===== config.mk =====
export PLATFORM = sky130hd
export DESIGN_NAME = letter_string_hash_bucket
export DESIGN_NICKNAME = d
export VERILOG_FILES = /design/src/rtl/lshb_pkg.sv /design/src/rtl/lshb_datapath.sv /design/src/rtl/lshb_ctrl.sv /design/src/rtl/letter_string_hash_bucket.sv
export SDC_FILE = /design/constraint.sdc
export NUM_CORES = 1
export LEC_CHECK = 0
export ABC_AREA = 0
export CORE_ASPECT_RATIO = 0.6
export CORE_UTILIZATION = 40
export DETAILED_ROUTE_END_ITERATION = 16
export DONT_BUFFER_PORTS = 1
export PLACE_DENSITY_LB_ADDON = 0.08
export SYNTH_ARGS = -nofsm -noshare
export SYNTH_HDL_FRONTEND = slang
export SYNTH_HIERARCHICAL = 1
export SYNTH_SLANG_ARGS = --single-unit

===== constraint.sdc =====
create_clock -name clk -period 12.45 [get_ports clk]
set_clock_uncertainty 0.1 [all_clocks]
set_input_delay 0.6225 -clock clk [delete_from_list [all_inputs] [get_ports clk]]
set_output_delay 0.6225 -clock clk [all_outputs]
set_load 0.05 [all_outputs]

===== src/rtl/lshb_pkg.sv =====
// Shared types, constants and letter decode for the letter string hash block.
// No dependencies; used by every module under rtl.
`timescale 1ns / 1ps

package lshb_pkg;

  localparam int CharW   = 8;
  localparam int ValW    = 6;
  localparam int PowW    = 24;
  localparam int HashW   = 30;
  localparam int BucketW = 16;
  localparam int ProdW   = ValW + PowW;
  localparam int QW      = 6;
  localparam int BitW    = 5;
  localparam int SumW    = HashW + 2;
  localparam int RecipW  = 15;
  localparam int RecipSh = 32;
  localparam int QProdW  = PowW + RecipW;

  localparam logic [HashW-1:0] SumMod   = 30'd999999991;
  localparam logic [PowW-1:0]  PowMod   = 24'd9999991;
  localparam logic [63:0]      RecipAll = (64'd52 << RecipSh) / 64'd9999991;
  localparam logic [RecipW-1:0] Recip   = RecipAll[RecipW-1:0];

  localparam logic [CharW-1:0] UpperFirst = 8'd65;
  localparam logic [CharW-1:0] UpperLast  = 8'd90;
  localparam logic [CharW-1:0] LowerFirst = 8'd97;
  localparam logic [CharW-1:0] LowerLast  = 8'd122;
  localparam logic [CharW-1:0] LowerOff   = 8'd71;

  localparam logic [BucketW-1:0] BucketReset = 16'd100;

  typedef struct packed {
    logic            load;
    logic            update;
    logic            div_clear;
    logic            div_step;
    logic [BitW-1:0] div_bit;
    logic            finish;
  } cmd_t;

  function automatic logic is_letter(input logic [CharW-1:0] code);
    is_letter = (code >= UpperFirst && code <= UpperLast) ||
                (code >= LowerFirst && code <= LowerLast);
  endfunction

  function automatic logic [ValW-1:0] letter_value(input logic [CharW-1:0] code);
    logic [CharW-1:0] v;
    if (code <= UpperLast) begin
      v = code - UpperFirst;
    end else begin
      v = code - LowerOff;
    end
    letter_value = v[ValW-1:0];
  endfunction

endpackage


===== src/rtl/lshb_datapath.sv =====
// Datapath: running sum and place power with modular reduction, bit-serial
// bucket remainder, config register and output payload. Uses lshb_pkg.
`timescale 1ns / 1ps

module lshb_datapath (
  input  logic                          clk,
  input  logic                          rst,
  input  lshb_pkg::cmd_t                cmd,
  input  logic [lshb_pkg::CharW-1:0]    char_code,
  input  logic                          cfg_valid,
  input  logic [lshb_pkg::BucketW-1:0]  bucket_count,
  output logic [lshb_pkg::HashW-1:0]    hash_value,
  output logic [lshb_pkg::BucketW-1:0]  bucket_index,
  output logic                          bad_char
);

  logic [lshb_pkg::BucketW-1:0] buckets;
  logic [lshb_pkg::HashW-1:0]   sum;
  logic [lshb_pkg::PowW-1:0]    power;
  logic                         err;
  logic                         letter;
  logic [lshb_pkg::ProdW-1:0]   prod;
  logic [lshb_pkg::HashW-1:0]   x52;
  logic [lshb_pkg::QW-1:0]      q;
  logic [lshb_pkg::BucketW-1:0] rem;

  logic [lshb_pkg::ValW-1:0]    val;
  logic [lshb_pkg::ProdW-1:0]   vp;
  logic [lshb_pkg::QProdW-1:0]  qp;
  logic [lshb_pkg::HashW-1:0]   pw_ext;
  logic [lshb_pkg::SumW-1:0]    s;
  logic [lshb_pkg::SumW-1:0]    m1;
  logic [lshb_pkg::SumW-1:0]    m2;
  logic [lshb_pkg::HashW-1:0]   sum_next;
  logic [lshb_pkg::HashW-1:0]   qpm;
  logic [lshb_pkg::HashW-1:0]   r;
  logic [lshb_pkg::HashW-1:0]   pmod_ext;
  logic [lshb_pkg::PowW-1:0]    power_next;
  logic [lshb_pkg::BucketW:0]   t;
  logic [lshb_pkg::BucketW-1:0] rem_next;

  always_comb begin
    val    = lshb_pkg::letter_value(char_code);
    vp     = lshb_pkg::ProdW'(val) * lshb_pkg::ProdW'(power);
    qp     = lshb_pkg::QProdW'(power) * lshb_pkg::QProdW'(lshb_pkg::Recip);
    pw_ext = lshb_pkg::HashW'(power);

    s  = {1'b0, sum, 1'b0} + lshb_pkg::SumW'(prod);
    m1 = lshb_pkg::SumW'(lshb_pkg::SumMod);
    m2 = m1 << 1;
    if (s >= m2) begin
      sum_next = lshb_pkg::HashW'(s - m2);
    end else if (s >= m1) begin
      sum_next = lshb_pkg::HashW'(s - m1);
    end else begin
      sum_next = s[lshb_pkg::HashW-1:0];
    end

    pmod_ext = lshb_pkg::HashW'(lshb_pkg::PowMod);
    qpm      = lshb_pkg::HashW'(q) * pmod_ext;
    r        = x52 - qpm;
    if (r >= pmod_ext) begin
      power_next = lshb_pkg::PowW'(r - pmod_ext);
    end else begin
      power_next = r[lshb_pkg::PowW-1:0];
    end

    t = {rem, sum[cmd.div_bit]};
    if (t >= {1'b0, buckets}) begin
      rem_next = lshb_pkg::BucketW'(t - {1'b0, buckets});
    end else begin
      rem_next = t[lshb_pkg::BucketW-1:0];
    end
  end

  always_ff @(posedge clk) begin
    if (rst) begin
      buckets <= lshb_pkg::BucketReset;
      sum     <= '0;
      power   <= lshb_pkg::PowW'(1);
      err     <= 1'b0;
    end else begin
      if (cfg_valid) begin
        buckets <= bucket_count;
      end
      if (cmd.load && !lshb_pkg::is_letter(char_code)) begin
        err <= 1'b1;
      end
      if (cmd.update && letter) begin
        sum   <= sum_next;
        power <= power_next;
      end
      if (cmd.finish) begin
        sum   <= '0;
        power <= lshb_pkg::PowW'(1);
        err   <= 1'b0;
      end
    end
  end

  always_ff @(posedge clk) begin
    if (cmd.load) begin
      letter <= lshb_pkg::is_letter(char_code);
      prod   <= vp;
      x52    <= (pw_ext << 5) + (pw_ext << 4) + (pw_ext << 2);
      q      <= qp[lshb_pkg::RecipSh +: lshb_pkg::QW];
    end
    if (cmd.div_clear) begin
      rem <= '0;
    end else if (cmd.div_step) begin
      rem <= rem_next;
    end
    if (cmd.finish) begin
      hash_value   <= sum;
      bucket_index <= (buckets == '0) ? '0 : rem;
      bad_char     <= err;
    end
  end

endmodule


===== src/rtl/lshb_ctrl.sv =====
// Controller: sequences load, update, bit-serial remainder and result hand-off.
// Uses lshb_pkg; drives lshb_datapath through cmd_t.
`timescale 1ns / 1ps

module lshb_ctrl (
  input  logic           clk,
  input  logic           rst,
  input  logic           in_valid,
  output logic           in_ready,
  input  logic           last,
  output logic           out_valid,
  input  logic           out_ready,
  output lshb_pkg::cmd_t cmd
);

  typedef enum logic [1:0] {
    ST_IDLE,
    ST_UPD,
    ST_DIV,
    ST_FIN
  } state_t;

  state_t                     state;
  logic                       last_r;
  logic [lshb_pkg::BitW-1:0]  cnt;
  logic                       accept;
  logic                       emit;

  assign in_ready = (state == ST_IDLE);
  assign accept   = in_valid && in_ready;
  assign emit     = (state == ST_FIN) && (!out_valid || out_ready);

  always_comb begin
    cmd           = '0;
    cmd.load      = accept;
    cmd.update    = (state == ST_UPD);
    cmd.div_clear = (state == ST_UPD) && last_r;
    cmd.div_step  = (state == ST_DIV);
    cmd.div_bit   = cnt;
    cmd.finish    = emit;
  end

  always_ff @(posedge clk) begin
    if (rst) begin
      state     <= ST_IDLE;
      last_r    <= 1'b0;
      cnt       <= '0;
      out_valid <= 1'b0;
    end else begin
      if (emit) begin
        out_valid <= 1'b1;
      end else if (out_valid && out_ready) begin
        out_valid <= 1'b0;
      end
      case (state)
        ST_IDLE: begin
          if (accept) begin
            last_r <= last;
            state  <= ST_UPD;
          end
        end
        ST_UPD: begin
          cnt   <= lshb_pkg::BitW'(lshb_pkg::HashW - 1);
          state <= last_r ? ST_DIV : ST_IDLE;
        end
        ST_DIV: begin
          if (cnt == '0) begin
            state <= ST_FIN;
          end else begin
            cnt <= cnt - 1'b1;
          end
        end
        ST_FIN: begin
          if (emit) begin
            state <= ST_IDLE;
          end
        end
        default: begin
          state <= ST_IDLE;
        end
      endcase
    end
  end

endmodule


===== src/rtl/letter_string_hash_bucket.sv =====
// Top level of the letter string hash: joins lshb_ctrl and lshb_datapath.
// Uses lshb_pkg.
//
//   channel  direction  handshake              payload
//   in       sink       in_valid / in_ready    char_code[7:0], last
//   out      source     out_valid / out_ready  hash_value[29:0], bucket_index[15:0], bad_char
//   cfg      sink       cfg_valid / cfg_ready  bucket_count[15:0]
//
// Each character: operand products on acceptance, then the modular update in ST_UPD.
// A last character then runs the bit-serial bucket remainder over the 30 hash bits (one
// quotient bit per cycle), and ST_FIN loads the output register once the slot is free.
// Reset: bucket count 100, sum 0, power 1, no error, no result pending.
// The result register holds while out_ready is low; the next key's characters
// are still taken, and a following result waits in ST_FIN for the free slot.
`timescale 1ns / 1ps

module letter_string_hash_bucket (
  input  logic                          clk,
  input  logic                          rst,
  input  logic                          in_valid,
  output logic                          in_ready,
  input  logic [lshb_pkg::CharW-1:0]    char_code,
  input  logic                          last,
  output logic                          out_valid,
  input  logic                          out_ready,
  output logic [lshb_pkg::HashW-1:0]    hash_value,
  output logic [lshb_pkg::BucketW-1:0]  bucket_index,
  output logic                          bad_char,
  input  logic                          cfg_valid,
  output logic                          cfg_ready,
  input  logic [lshb_pkg::BucketW-1:0]  bucket_count
);

  lshb_pkg::cmd_t cmd;

  assign cfg_ready = 1'b1;

  lshb_ctrl u_ctrl (
    .clk       (clk),
    .rst       (rst),
    .in_valid  (in_valid),
    .in_ready  (in_ready),
    .last      (last),
    .out_valid (out_valid),
    .out_ready (out_ready),
    .cmd       (cmd)
  );

  lshb_datapath u_datapath (
    .clk          (clk),
    .rst          (rst),
    .cmd          (cmd),
    .char_code    (char_code),
    .cfg_valid    (cfg_valid),
    .bucket_count (bucket_count),
    .hash_value   (hash_value),
    .bucket_index (bucket_index),
    .bad_char     (bad_char)
  );

endmodule


After elaboration in Yosys (flattened, before gate mapping). Index checks and enable logic that the tools add are counted.

Register bits after elaboration: 210. Input bits: 30. Output and inout port bits: 50. Logic and storage cells: 83.

Add/subtract/negate cells: 11. Multipliers: 3. $lt $le $gt $ge: 9. Equality and inequality tests: 7. Multiplexer cells: 16. Reductions and logical operators: 21.

Operators with widths (count): 30-bit 2-to-1 mux (2); 30-bit subtractor, second input constant (2); 24-bit by 15-bit multiplier with 38-bit output, second input constant (1); 31-bit by 30-bit adder with 32-bit output (1); 32-bit by 30-bit greater-or-equal comparator with 1-bit output, second input constant (1); 32-bit by 31-bit greater-or-equal comparator with 1-bit output, second input constant (1); 29-bit by 28-bit adder with 30-bit output (1); 30-bit by 26-bit adder with 30-bit output (1); 30-bit by 24-bit greater-or-equal comparator with 1-bit output, second input constant (1); 6-bit by 24-bit multiplier with 30-bit output (1); 6-bit by 24-bit multiplier with 30-bit output, second input constant (1); 30-bit subtractor (1); 24-bit 2-to-1 mux (1); 24-bit subtractor, second input constant (1); 17-bit by 16-bit greater-or-equal comparator with 1-bit output (1); 8-bit by 7-bit greater-or-equal comparator with 1-bit output, second input constant (2); 8-bit by 7-bit less-or-equal comparator with 1-bit output, second input constant (2); 16-bit logical NOT (1); 16-bit 2-to-1 mux (1); 16-bit subtractor (1); 5-bit one-hot mux with 2 select lines (1); 1-bit logical AND (8); 2-bit 2-to-1 mux (4); 2-bit one-hot mux with 4 select lines (1); other kinds (20) (29).

Logic depth before layout (Yosys ltp). Gate-level depths: netlist of the first run.

Word-level depth: 5. Mapped depth: 30. Gate-level depth less buffers: 29.

Modules after synthesis. The synthesis of the first run kept the hierarchy.

By module, submodules not included: lshb_datapath (times used 1, cells an instance 2838, area each 26877.0 sq um, seq. area each 5104.9 sq um); lshb_ctrl (times used 1, cells an instance 56, area each 471.7 sq um, seq. area each 180.2 sq um); letter_string_hash_bucket (times used 1, cells an instance 2, area each 11.3 sq um, seq. area each 0.0 sq um).

Worst setup path after synthesis of the first run. OpenSTA, ideal clock, no wires.

Path kind: input port to flip-flop. Start: input port char_code[7] (netlist bit). End: register u_datapath/prod[29] (netlist bit), data pin. Library setup time: 0.258 ns. Data arrival time: 6.382 ns. Data required time: 12.092 ns. Slack: 5.710 ns. Stages on the path: 29. Path buffers: 1. Cell sequence: nand2b_1 -> nor3_1 -> a31oi_1 -> o22ai_1 -> ha_1 -> a21o_1 -> a21oi_1 -> nand2_1 -> xor2_1 -> clkbuf_1 -> nand2b_1 -> fa_1 -> fa_1 -> fa_1 -> inv_1 -> ha_1 -> a21o_1 -> a21oi_1 -> o21ai_0 -> a31oi_1 -> a211o_1 -> a31oi_1 -> nand4_1 -> a311oi_1 -> o21a_1 -> o21ai_0 -> nand2b_1 -> a21oi_1 -> xnor2_1.

Word-level cells in the longest chain between the ends: 3.

Ends and longest elaborated chain: from (decl) (line letter_string_hash_bucket.sv:22) `input logic [lshb_pkg::CharW-1:0] char_code,`; 8-bit by 7-bit less-or-equal comparator with 1-bit output (line lshb_pkg.sv:49) `if (code <= UpperLast) begin`; 6-bit 2-to-1 mux (line lshb_pkg.sv:49); 6-bit by 24-bit multiplier with 30-bit output (line lshb_datapath.sv:44) `vp = lshb_pkg::ProdW'(val) * lshb_pkg::ProdW'(power);`; via u_datapath.vp, one bit (line lshb_datapath.sv:28) `logic [lshb_pkg::ProdW-1:0] vp;`; to (signal assigned) (line lshb_datapath.sv:104) `prod <= vp;`; to (decl) (line lshb_datapath.sv:22) `logic [lshb_pkg::ProdW-1:0] prod;`.

The timed path passes the listed nets, and every way through them passes these cells. A chain may end at the register's enable or synchronous reset.

Worst setup path in the final report of the first run.
Start: register u_datapath/q[2] (netlist bit). End: register u_datapath/power[13] (netlist bit).

Word-level cells in the longest chain between the ends: 4. Elaborated cells on any way between the ends: 5. Those cells by class: add/sub (2); mul (1); order compare (1); mux (1).

Ends and longest elaborated chain: from (decl) (line lshb_datapath.sv:24) `logic [lshb_pkg::QW-1:0] q;`; from (signal assigned) (line lshb_datapath.sv:106) `q <= qp[lshb_pkg::RecipSh +: lshb_pkg::QW];`; 6-bit by 24-bit multiplier with 30-bit output * (line lshb_datapath.sv:60) `qpm = lshb_pkg::HashW'(q) * pmod_ext;`; 30-bit subtractor * (line lshb_datapath.sv:61) `r = x52 - qpm;`; 24-bit subtractor / 30-bit by 24-bit greater-or-equal comparator with 1-bit output (equally long branches) (line lshb_datapath.sv:63, lshb_datapath.sv:62); 24-bit 2-to-1 mux * (line lshb_datapath.sv:62) `if (r >= pmod_ext) begin`; to (signal assigned) (line lshb_datapath.sv:80) `power <= lshb_pkg::PowW'(1);`; to (signal assigned) (line lshb_datapath.sv:91) `power <= power_next;`; to (signal assigned) (line lshb_datapath.sv:95) `power <= lshb_pkg::PowW'(1);`; to (decl) (line lshb_datapath.sv:19) `logic [lshb_pkg::PowW-1:0] power;`.

Mark *: on every way between the ends. The rest lies on a longest branch, timed or not.

==> results of run 1 <==
Yosys cell counts (6+ instances only):
library cell,instances
a21oi_1,126
edfxtp_1,112
clkbuf_1,51
a22oi_1,7
a21o_1,45
nand2_1,181
ha_1,336
buf_2,8
o31ai_1,12
nor2b_1,80
o22ai_1,7
fa_1,325
and3_1,27
mux4_2,9
o21ai_0,98
a211oi_1,40
or2_2,18
nand4_1,16
a211o_1,14
and2_1,36
xnor2_1,84
a21boi_0,7
nand3_1,43
or3_1,23
inv_1,486
nor3b_1,7
a221o_1,7
nand2b_1,38
o21bai_1,7
and4_1,7
o21ai_1,16
a31oi_1,24
dfxtp_1,96
nor2_1,172
mux2i_1,35
o21a_1,26
a31o_2,6
o211ai_1,17
xor2_1,44
nor3_1,70
nor4_1,20
o31a_1,6
sequential cells by signal, summed over array words and instances (netlist names), named ones only:
name / cells
u_datapath/hash_value: 30
u_ctrl/state: 1
u_datapath/prod: 30
u_datapath/x52: 28
u_datapath/buckets: 16
u_datapath/sum: 30
u_datapath/power: 24
u_ctrl/out_valid: 1
u_datapath/err: 1
u_ctrl/last_r: 1
u_datapath/bad_char: 1
u_datapath/q: 6
u_datapath/rem: 16
u_ctrl/cnt: 5
u_datapath/letter: 1
u_datapath/bucket_index: 16
layer usage:
metal  share of wire, %  GRT usage (%)  wire [µm]
met3                7.6           4.64       5910
met4                1.0           2.61        803
met2                 37           30.2      28700
met1                 54           37.8      42400
met5                  0              0          0
timing repair:
item                                   4_1_cts  5_1_grt
resized for setup                            0        0
endpoints found under the hold margin       14        0
hold buffers                                 3        0
setup endpoints to repair                    0        0
through the flow:
stage / utilization (%) / area [µm²] / std cells / setup slack, ns
after detailed placement: 42.7 / 28600 / 3775 / 4.91
after global placement: 42.7 / 28600 / 3775 / 4.99
final: 44.0 / 29400 / 3820 / 5.24
after CTS: 44.0 / 29400 / 3820 / 5.29
after global routing: 44.0 / 29400 / 3820 / 4.58
after floorplan: - / 27400 / 2896 / 5.71
how the worst max path moves through the flow:
stage,startpoint,end,slack [ns],cells after the start
after floorplan,char_code[7],u_datapath/prod[29],5.71,29
after global placement,char_code[7],u_datapath/prod[29],4.99,29
after detailed placement,char_code[7],u_datapath/prod[29],4.91,29
after CTS,u_datapath/q[2],u_datapath/power[13],5.29,23
after global routing,u_datapath/q[2],u_datapath/power[13],4.58,23
final,u_datapath/q[2],u_datapath/power[13],5.24,23
critical path: stages (launching register included):
cell      delay [ns]
edfxtp_1        0.60
inv_1           0.22
ha_1            0.43
fa_1            0.56
inv_1           0.05
fa_1            0.52
inv_1           0.05
fa_1            0.50
inv_1           0.04
ha_1            0.36
nand2_1         0.09
nor4_1          0.50
o21ai_1         0.27
a211oi_1        0.36
o31ai_1         0.11
buf_4           0.16
a21oi_1         0.34
a221oi_1        0.21
o21ba_2         0.24
xnor2_1         0.22
a21bo_2         0.54
o21ai_0         0.23
xor2_1          0.19
a211oi_1        0.22
cell type report:
class | instances | area (µm²) | area share (%)
multi-input combinational | 2139 | 20000 | 68.1
sequential | 208 | 5290 | 17.9
inverter | 486 | 1820 | 6.20
tap | 900 | 1130 | 3.82
clock buffer | 31 | 688 | 2.34
timing repair buffer | 45 | 345 | 1.17
clock inverter | 11 | 133 | 0.450
cells by family after synthesis:
family	after synthesis	share of synthesized area, %
muxes	46	2.11
other	1	0.0137
buffers and inverters	549	7.61
and+or+nand+nor	760	14.0
adders and majority gates	661	39.1
xor gates and xnor gates	128	4.10
AOI/OAI and AO/OA	543	13.8
DFF	208	19.3
==> results_dict.tcl, run 1 <==
set metrics [dict create \
    r2r_start "u_datapath/q[2]" \
    start_util_pct 40.9 \
    fin_hold_ws_ns 0.0405 \
    dieArea_um2 69500 \
    postSynthAreaPerCell_um2 9.45 \
    synth-seq-cells 208 \
    synth.distinct_cells 102 \
    drtPass1Iterations 6 \
    grt_max_degree 68 \
    io_buffers 0 \
    worstHoldStart "rst" \
    fp.dieW_um 340 \
    worstSetupEndpointType "register" \
    grt_antenna_before_repair 1 \
    slew_headroom_pct 13.3 \
    root_buffer "clkbuf_16" \
    grt_remaining_overflow 0 \
    final_cell_mix "486 x inv_1, 336 x ha_1, 325 x fa_1, 181 x nand2_1, 171 x nor2_1" \
    arrival_ns 7.58 \
    synthTopCellsByArea "fa_1 24%, ha_1 15%, edfxtp_1 12%" \
    syn_area_um2 27400 \
    hpwl_um 62500 \
    final_layout_size_suffix_gt1_share_pct 5.38 \
    run_status "completed" \
    grt.total_usage_pct 22.8 \
    place_congestion 0.916 \
    n_antenna_cell 0 \
    ys_warn_count 6 \
    setup_tns_ns 0 \
    worst_pin_slew_ns 1.30 \
    yosysSeqAreaShare_pct 19.3 \
    hold_violations 0 \
    setup_violations 0 \
    syn-num-nets 3587 \
    route.detailed.drc 0 \
    reg2reg_to "u_datapath/power[13]" \
    maxCapViolCount 0 \
    clk_pin_slew_ns 0.06 \
    cts_made_buffers 23 \
    fmax_mhz 139 \
    pin_count 80 \
    h-tree-depth 1 \
    worst_r2r_path_depth 23 \
    cts_tree "yes" \
    clockBufferDepth 3 \
    synth_area_leader_cell "fa_1" \
    wl_per_cell_um 20.4 \
    vias_per_cell 5.46 \
    grt_pass1_wl_um 122000 \
    die_h_um 205 \
    critPathRequiredTime_ns 12.83 \
    cp_max_fo 28 \
    hold_depth 1 \
    synthesis.instances 2896 \
    post_cts_buffers 0 \
    ant_nets 0 \
    final_nets 3594 \
    slew_violations 0 \
    hold_class "primary input to register" \
    rsz0062_at_grt "no" \
    critPathLaunchType "register" \
    path_class "register to register" \
    period_needed_ns 7.21 \
    fp-row-count 73 \
    rrSetupSlack_ns 5.24 \
    dr_total_vias 20900 \
    fill_cells 6504 \
    routed_wl_um 77800 \
    final_common_cell "inv_1" \
    synth-async-reset-ratio_pct 0 \
    synth-main-ff-cell "edfxtp_1" \
    initialDrtViolationCount 1641 \
    clk_latency_ns 0.56 \
    cts.sinks 208 \
    coreArea_um2 67000 \
    grt_pass1_vias 20600 \
    synth-edff-count 112 \
    synth_top_area_share_pct 23.8 \
    hold_path_end "u_datapath/buckets[15]" \
    min_period_over_period_pct 57.9 \
    area_growth_pct 7.62 \
]
Power of run 1 is left out: the tool's default activity adds up to more than one toggle a clock period on the data nets, which glitch-free logic cannot reach.
==> run 2: changes to the inputs <==
- ABC_AREA: 0 -> 1
- clock period: 12.45 -> 7.3 ns (I/O delays scaled with it)
==> run 2 against run 1 <==
Effect of this change: non-clock buffer count up 39; setup slack worse by 4.5 ns; critical endpoint is now u_datapath/power[18]; synthesized cell count up 39%; wire length up 23%; critical path type unchanged; register-to-register slack worse by 4.5 ns; via count up 24%; flip-flop and latch count unchanged; highest routed layer unchanged; final cell count up 33%; first-iteration DRC count up 45%.
==> results_dict.tcl, run 2 <==
set metrics [dict create \
    place_congestion 0.968 \
    cts_made_buffers 23 \
    synth-edff-count 112 \
    maxCapViolCount 0 \
    grt_max_degree 67 \
    synth.distinct_cells 60 \
    area_growth_pct 8.15 \
    syn_area_um2 30200 \
    synthesis.instances 4028 \
    period_needed_ns 6.52 \
    synth_area_leader_cell "fa_1" \
    rsz0062_at_grt "no" \
    pin_count 80 \
    place_ws_ns 0.566 \
    synthTopCellsByArea "fa_1 22%, ha_1 14%, nand2_1 11%" \
    wl_met3_um 9730 \
    start_util_pct 40.7 \
    grt_remaining_overflow 0 \
    worst_pin_slew_ns 1.04 \
    crit_start "u_datapath/q[5]" \
    postSynthAreaPerCell_um2 7.49 \
    routed-wl-met2_um 30800 \
    critPathLaunchType "register" \
    slew_headroom_pct 30.8 \
    synth-main-ff-cell "edfxtp_1" \
    drtPass1Iterations 5 \
    crit_chain "inv_1 > fa_1 > inv_1 > fa_1 > fa_1 > fa_1 > inv_1 > ha_1 > a21oi_1 > o21ai_0 > a21oi_1 > o21ai_1 > xnor2_1 > inv_1 > a21oi_1 > nand2_1 > nand2_1 > nand2_2 > buf_4 > nand2_1 > nand3_1 > nand2_1 > inv_1" \
    ant_nets 0 \
    clk_pin_slew_ns 0.06 \
    dp.cells 5010 \
    worstSetupEndpointType "register" \
    fp-row-count 77 \
    synth-seq-cells 208 \
    dr_total_vias 25800 \
    final_cells 5078 \
    grt_pass1_wl_um 151000 \
    rrSetupSlack_ns 0.78 \
    post-route-util_pct 44.0 \
    cp_common_cell "inv_1" \
    vias_per_cell 5.08 \
    hold_class "primary input to register" \
    top_regs "u_datapath/hash_value (30), u_datapath/prod (30), u_datapath/sum (30)" \
    final_layout_size_suffix_gt1_share_pct 4.33 \
    critPathRequiredTime_ns 7.65 \
    drt-met1-wl_um 54400 \
    grt.total_usage_pct 25.8 \
    initialDrtViolationCount 2383 \
    cp_num_cells 23 \
    dieArea_um2 76500 \
    slew_violations 0 \
    final_cell_mix "922 x nand2_1, 835 x inv_1, 336 x ha_1, 325 x fa_1, 309 x nor2_1" \
    fp.dieW_um 356 \
    ys_warn_count 6 \
    cp_max_fo 10 \
    setup_tns_ns 0 \
    yosysMostFrequentCell "nand2_1" \
    yosysSeqAreaShare_pct 17.5 \
    reg2reg_to "u_datapath/power[18]" \
    wl_per_cell_um 18.9 \
    r2r_start "u_datapath/q[5]" \
    crit_end "u_datapath/power[18]" \
    io_buffers 0 \
    hold_violations 0 \
    cts_tree "yes" \
    clk_latency_ns 0.57 \
    worst_r2r_path_depth 23 \
    top_layer_used "met4" \
    routed_wl_um 95800 \
    route.detailed.drc 0 \
    cts.sinks 208 \
    grt_antenna_before_repair 0 \
    coreArea_um2 74100 \
    hpwl_um 81700 \
    grt_pass1_vias 24700 \
    crit_family "adder cells" \
    final_common_cell "nand2_1" \
    die_h_um 215 \
    max_stage_delay_ns 0.71 \
    final_nets 4765 \
    synth_common_cells "922 x nand2_1, 836 x inv_1, 336 x ha_1" \
    synth-async-reset-ratio_pct 0 \
    path_buf_inv 6 \
    clockBufferDepth 3 \
    root_buffer "clkbuf_16" \
    h-tree-depth 1 \
    arrival_ns 6.87 \
    path_class "register to register" \
    fin_ws_ns 0.783 \
    fmax_mhz 153 \
    n_antenna_cell 0 \
    setup_violations 0 \
    slowest_stage "edfxtp_1" \
    min_period_over_period_pct 89.3 \
    syn-num-nets 4719 \
    synth_top_area_share_pct 21.6 \
    run_status "completed" \
]
==> run 2: changes by cell type in the layout (fill, tap and decap cells not counted), sizes merged, moves of 39 or more <==
cell    delta
nor2b     -80
a21oi     +92
xnor2     -48
nand2    +763
nor2     +157
nor3      -46
inv      +367
nand3    +227
a211oi    -39
xor2      +57
o21ai     +51
==> run 2: worst min path at each step <==
stage	cells past startpoint	to	slack [ns]	from
floorplan	0	u_datapath/bad_char	0.31	u_datapath/err
global placement	1	u_ctrl/cnt[2]	0.34	rst
detailed placement	1	u_ctrl/cnt[3]	0.34	rst
CTS	2	u_datapath/prod[1]	0.05	char_code[0]
global route	3	u_datapath/letter	0.08	char_code[7]
finish	2	u_datapath/prod[1]	0.08	char_code[0]
==> run 2: layout make-up <==
type / instances / area, µm²
well taps: 987 / 1230
clock buffers: 27 / 612
multi-input cells: 2904 / 21400
flip-flops and latches: 208 / 5290
repair buffers: 84 / 696
fillers: 7688 / 41500
inverters: 853 / 3200
clock inverters: 15 / 170
==> run 2: per-stage QoR <==
| stage | hold WS (ns) | area (µm²) |
|---|---|---|
| final | 0.0791 | 32600 |
| after global routing | 0.0766 | 32600 |
| after CTS | 0.0502 | 32600 |
| after detailed placement | 0.343 | 31600 |
| after global placement | 0.344 | 31600 |
| after floorplan | 0.309 | 30200 |
==> run 2: per-layer routing <==
metal  vias to the layer above  GRT usage [%]
met5                         -              0
li1                      12700              -
met4                         0           2.47
met3                        51           7.48
met1                     12200           45.2
met2                       777           29.6
==> run 2: cell families (layout without fill, tap and decap cells) <==
kind of cell | after synthesis | count (layout) | synth area share (%)
other | 1 | 1 | 0.0124
AND/OR/NAND/NOR | 1639 | 1639 | 22.8
buffers and inverters | 916 | 979 | 11.6
AO/OA/AOI/OAI | 466 | 466 | 8.48
XOR/XNOR | 137 | 137 | 4.05
flip-flops | 208 | 208 | 17.5
adder cells (fa/ha/maj) | 661 | 661 | 35.5
==> run 2: repair_timing <==
item,in CTS,in global routing
buffers inserted,0,0
hold buffers,26,0
hold endpoints to repair,27,0
resized for setup,0,0
Power of run 2 is left out for the same reason.
==> run 3: changes to the inputs <==
- CORE_ASPECT_RATIO: 0.6 -> 1.1
==> run 3 against run 2 <==
Effect of this change: critical path depth rose by 3; core utilization decreased by 0.32 points; highest routed layer unchanged; setup slack gained 0.093 ns; critical endpoint is now u_datapath/power[21]; sequential share of layout area barely moved.
==> results_dict.tcl, run 3 (synthesis gave the netlist of run 2 again) <==
set metrics [dict create \
    clk_pin_slew_ns 0.07 \
    grt_antenna_before_repair 0 \
    path_buf_inv 6 \
    place_congestion 0.938 \
    fp-row-count 105 \
    clk_latency_ns 0.60 \
    run_status "completed" \
    final_common_cell "nand2_1" \
    setup_violations 0 \
    area_growth_pct 8.14 \
    h-tree-depth 1 \
    final_layout_size_suffix_gt1_share_pct 4.24 \
    grt_max_degree 67 \
    fmax_mhz 156 \
    cp_common_cell "nand2_1" \
    crit_family "adder cells" \
    fp.dieW_um 264 \
    clockBufferDepth 3 \
    max_stage_delay_ns 0.60 \
    grt_remaining_overflow 0 \
    slew_headroom_pct 32.8 \
    arrival_ns 6.87 \
    vias_per_cell 5.00 \
    worst_pin_slew_ns 1.00 \
    pin_count 80 \
    slowest_stage "edfxtp_1" \
    hpwl_um 77000 \
    dieArea_um2 76500 \
    grt_pass1_wl_um 144000 \
    min_period_over_period_pct 88.0 \
    routed_wl_um 91000 \
    post-route-util_pct 43.7 \
    start_util_pct 40.4 \
    period_needed_ns 6.42 \
    die_h_um 290 \
    maxCapViolCount 0 \
    cts_made_buffers 27 \
    hold_class "primary input to register" \
    fill_cells 7845 \
    cts_tree "yes" \
    initialDrtViolationCount 1392 \
    n_antenna_cell 0 \
    wl_per_cell_um 18.0 \
    worstSetupEndpointType "register" \
    coreArea_um2 74600 \
    grt.total_usage_pct 24.1 \
    cts.sinks 208 \
    top_regs "u_datapath/hash_value (30), u_datapath/prod (30), u_datapath/sum (30)" \
    critPathLaunchType "register" \
    hold_violations 0 \
    drtPass1Iterations 6 \
    final_cell_mix "922 x nand2_1, 835 x inv_1, 336 x ha_1, 325 x fa_1, 309 x nor2_1" \
    route.detailed.drc 0 \
    final_nets 4755 \
    dr_total_vias 25300 \
    setup_tns_ns 0 \
    io_buffers 0 \
    rsz0062_at_grt "no" \
    slew_violations 0 \
    root_buffer "clkbuf_16" \
    ant_nets 0 \
    grt_pass1_vias 25300 \
    path_class "register to register" \
    critPathRequiredTime_ns 7.74 \
    post_cts_buffers 0 \
    cp_max_fo 21 \
]
## run 3: changes by cell type in the layout (fill, tap and decap cells not counted), sizes merged
cell / delta
dlygate4sd3: -2
clkinv: +3
clkinvlp: -2
clkbuf: +5
buf: -12
inv: +2
## run 3: worst min-delay path: stages
cell,delay (ns)
nor2_1,0.02
inv_1,0.05
a31oi_1,0.16
## run 3: worst paths after layout
path	startpoint	to	slack, ns	cells after the start
min reg2reg	u_datapath/err	u_datapath/bad_char	0.35	0
max	u_datapath/q[4]	u_datapath/power[21]	0.88	26
min	char_code[2]	u_datapath/letter	0.1	3
max reg2reg	u_datapath/q[4]	u_datapath/power[21]	0.88	26
## run 3: through the flow
step / cells / hold slack [ns] / instance area [µm²] / setup WS, ns
floorplan: 4028 / 0.309 / 30200 / 1.19
global placement: 4974 / 0.342 / 31500 / 0.590
detailed placement: 4974 / 0.343 / 31500 / 0.551
CTS: 5048 / 0.0770 / 32600 / 0.904
global route: 5048 / 0.0885 / 32600 / 0.401
finish: 5048 / 0.0990 / 32600 / 0.877
## run 3: per-layer routing
layer	track usage, %	vias to the layer above	wire (µm)
li1	-	12700	-
met5	0	-	0
met4	8.10	0	3320
met1	29.4	12000	38800
met2	44.1	427	46100
met3	2.04	135	2790
## run 3: timing repair
item	in CTS	in global routing
hold endpoints to repair	28	0
hold buffers	24	0
resized for setup	0	0
## run 3: cell type report
cell class,instances,area [µm²],area share [%]
inverters,853,3200,9.82
multi-input cells,2904,21400,65.7
clock inverters,18,213,0.652
flip-flops and latches,208,5290,16.2
clock buffers,32,694,2.13
well taps,963,1200,3.70
repair buffers,70,598,1.83
Power of run 3 is left out for the same reason.
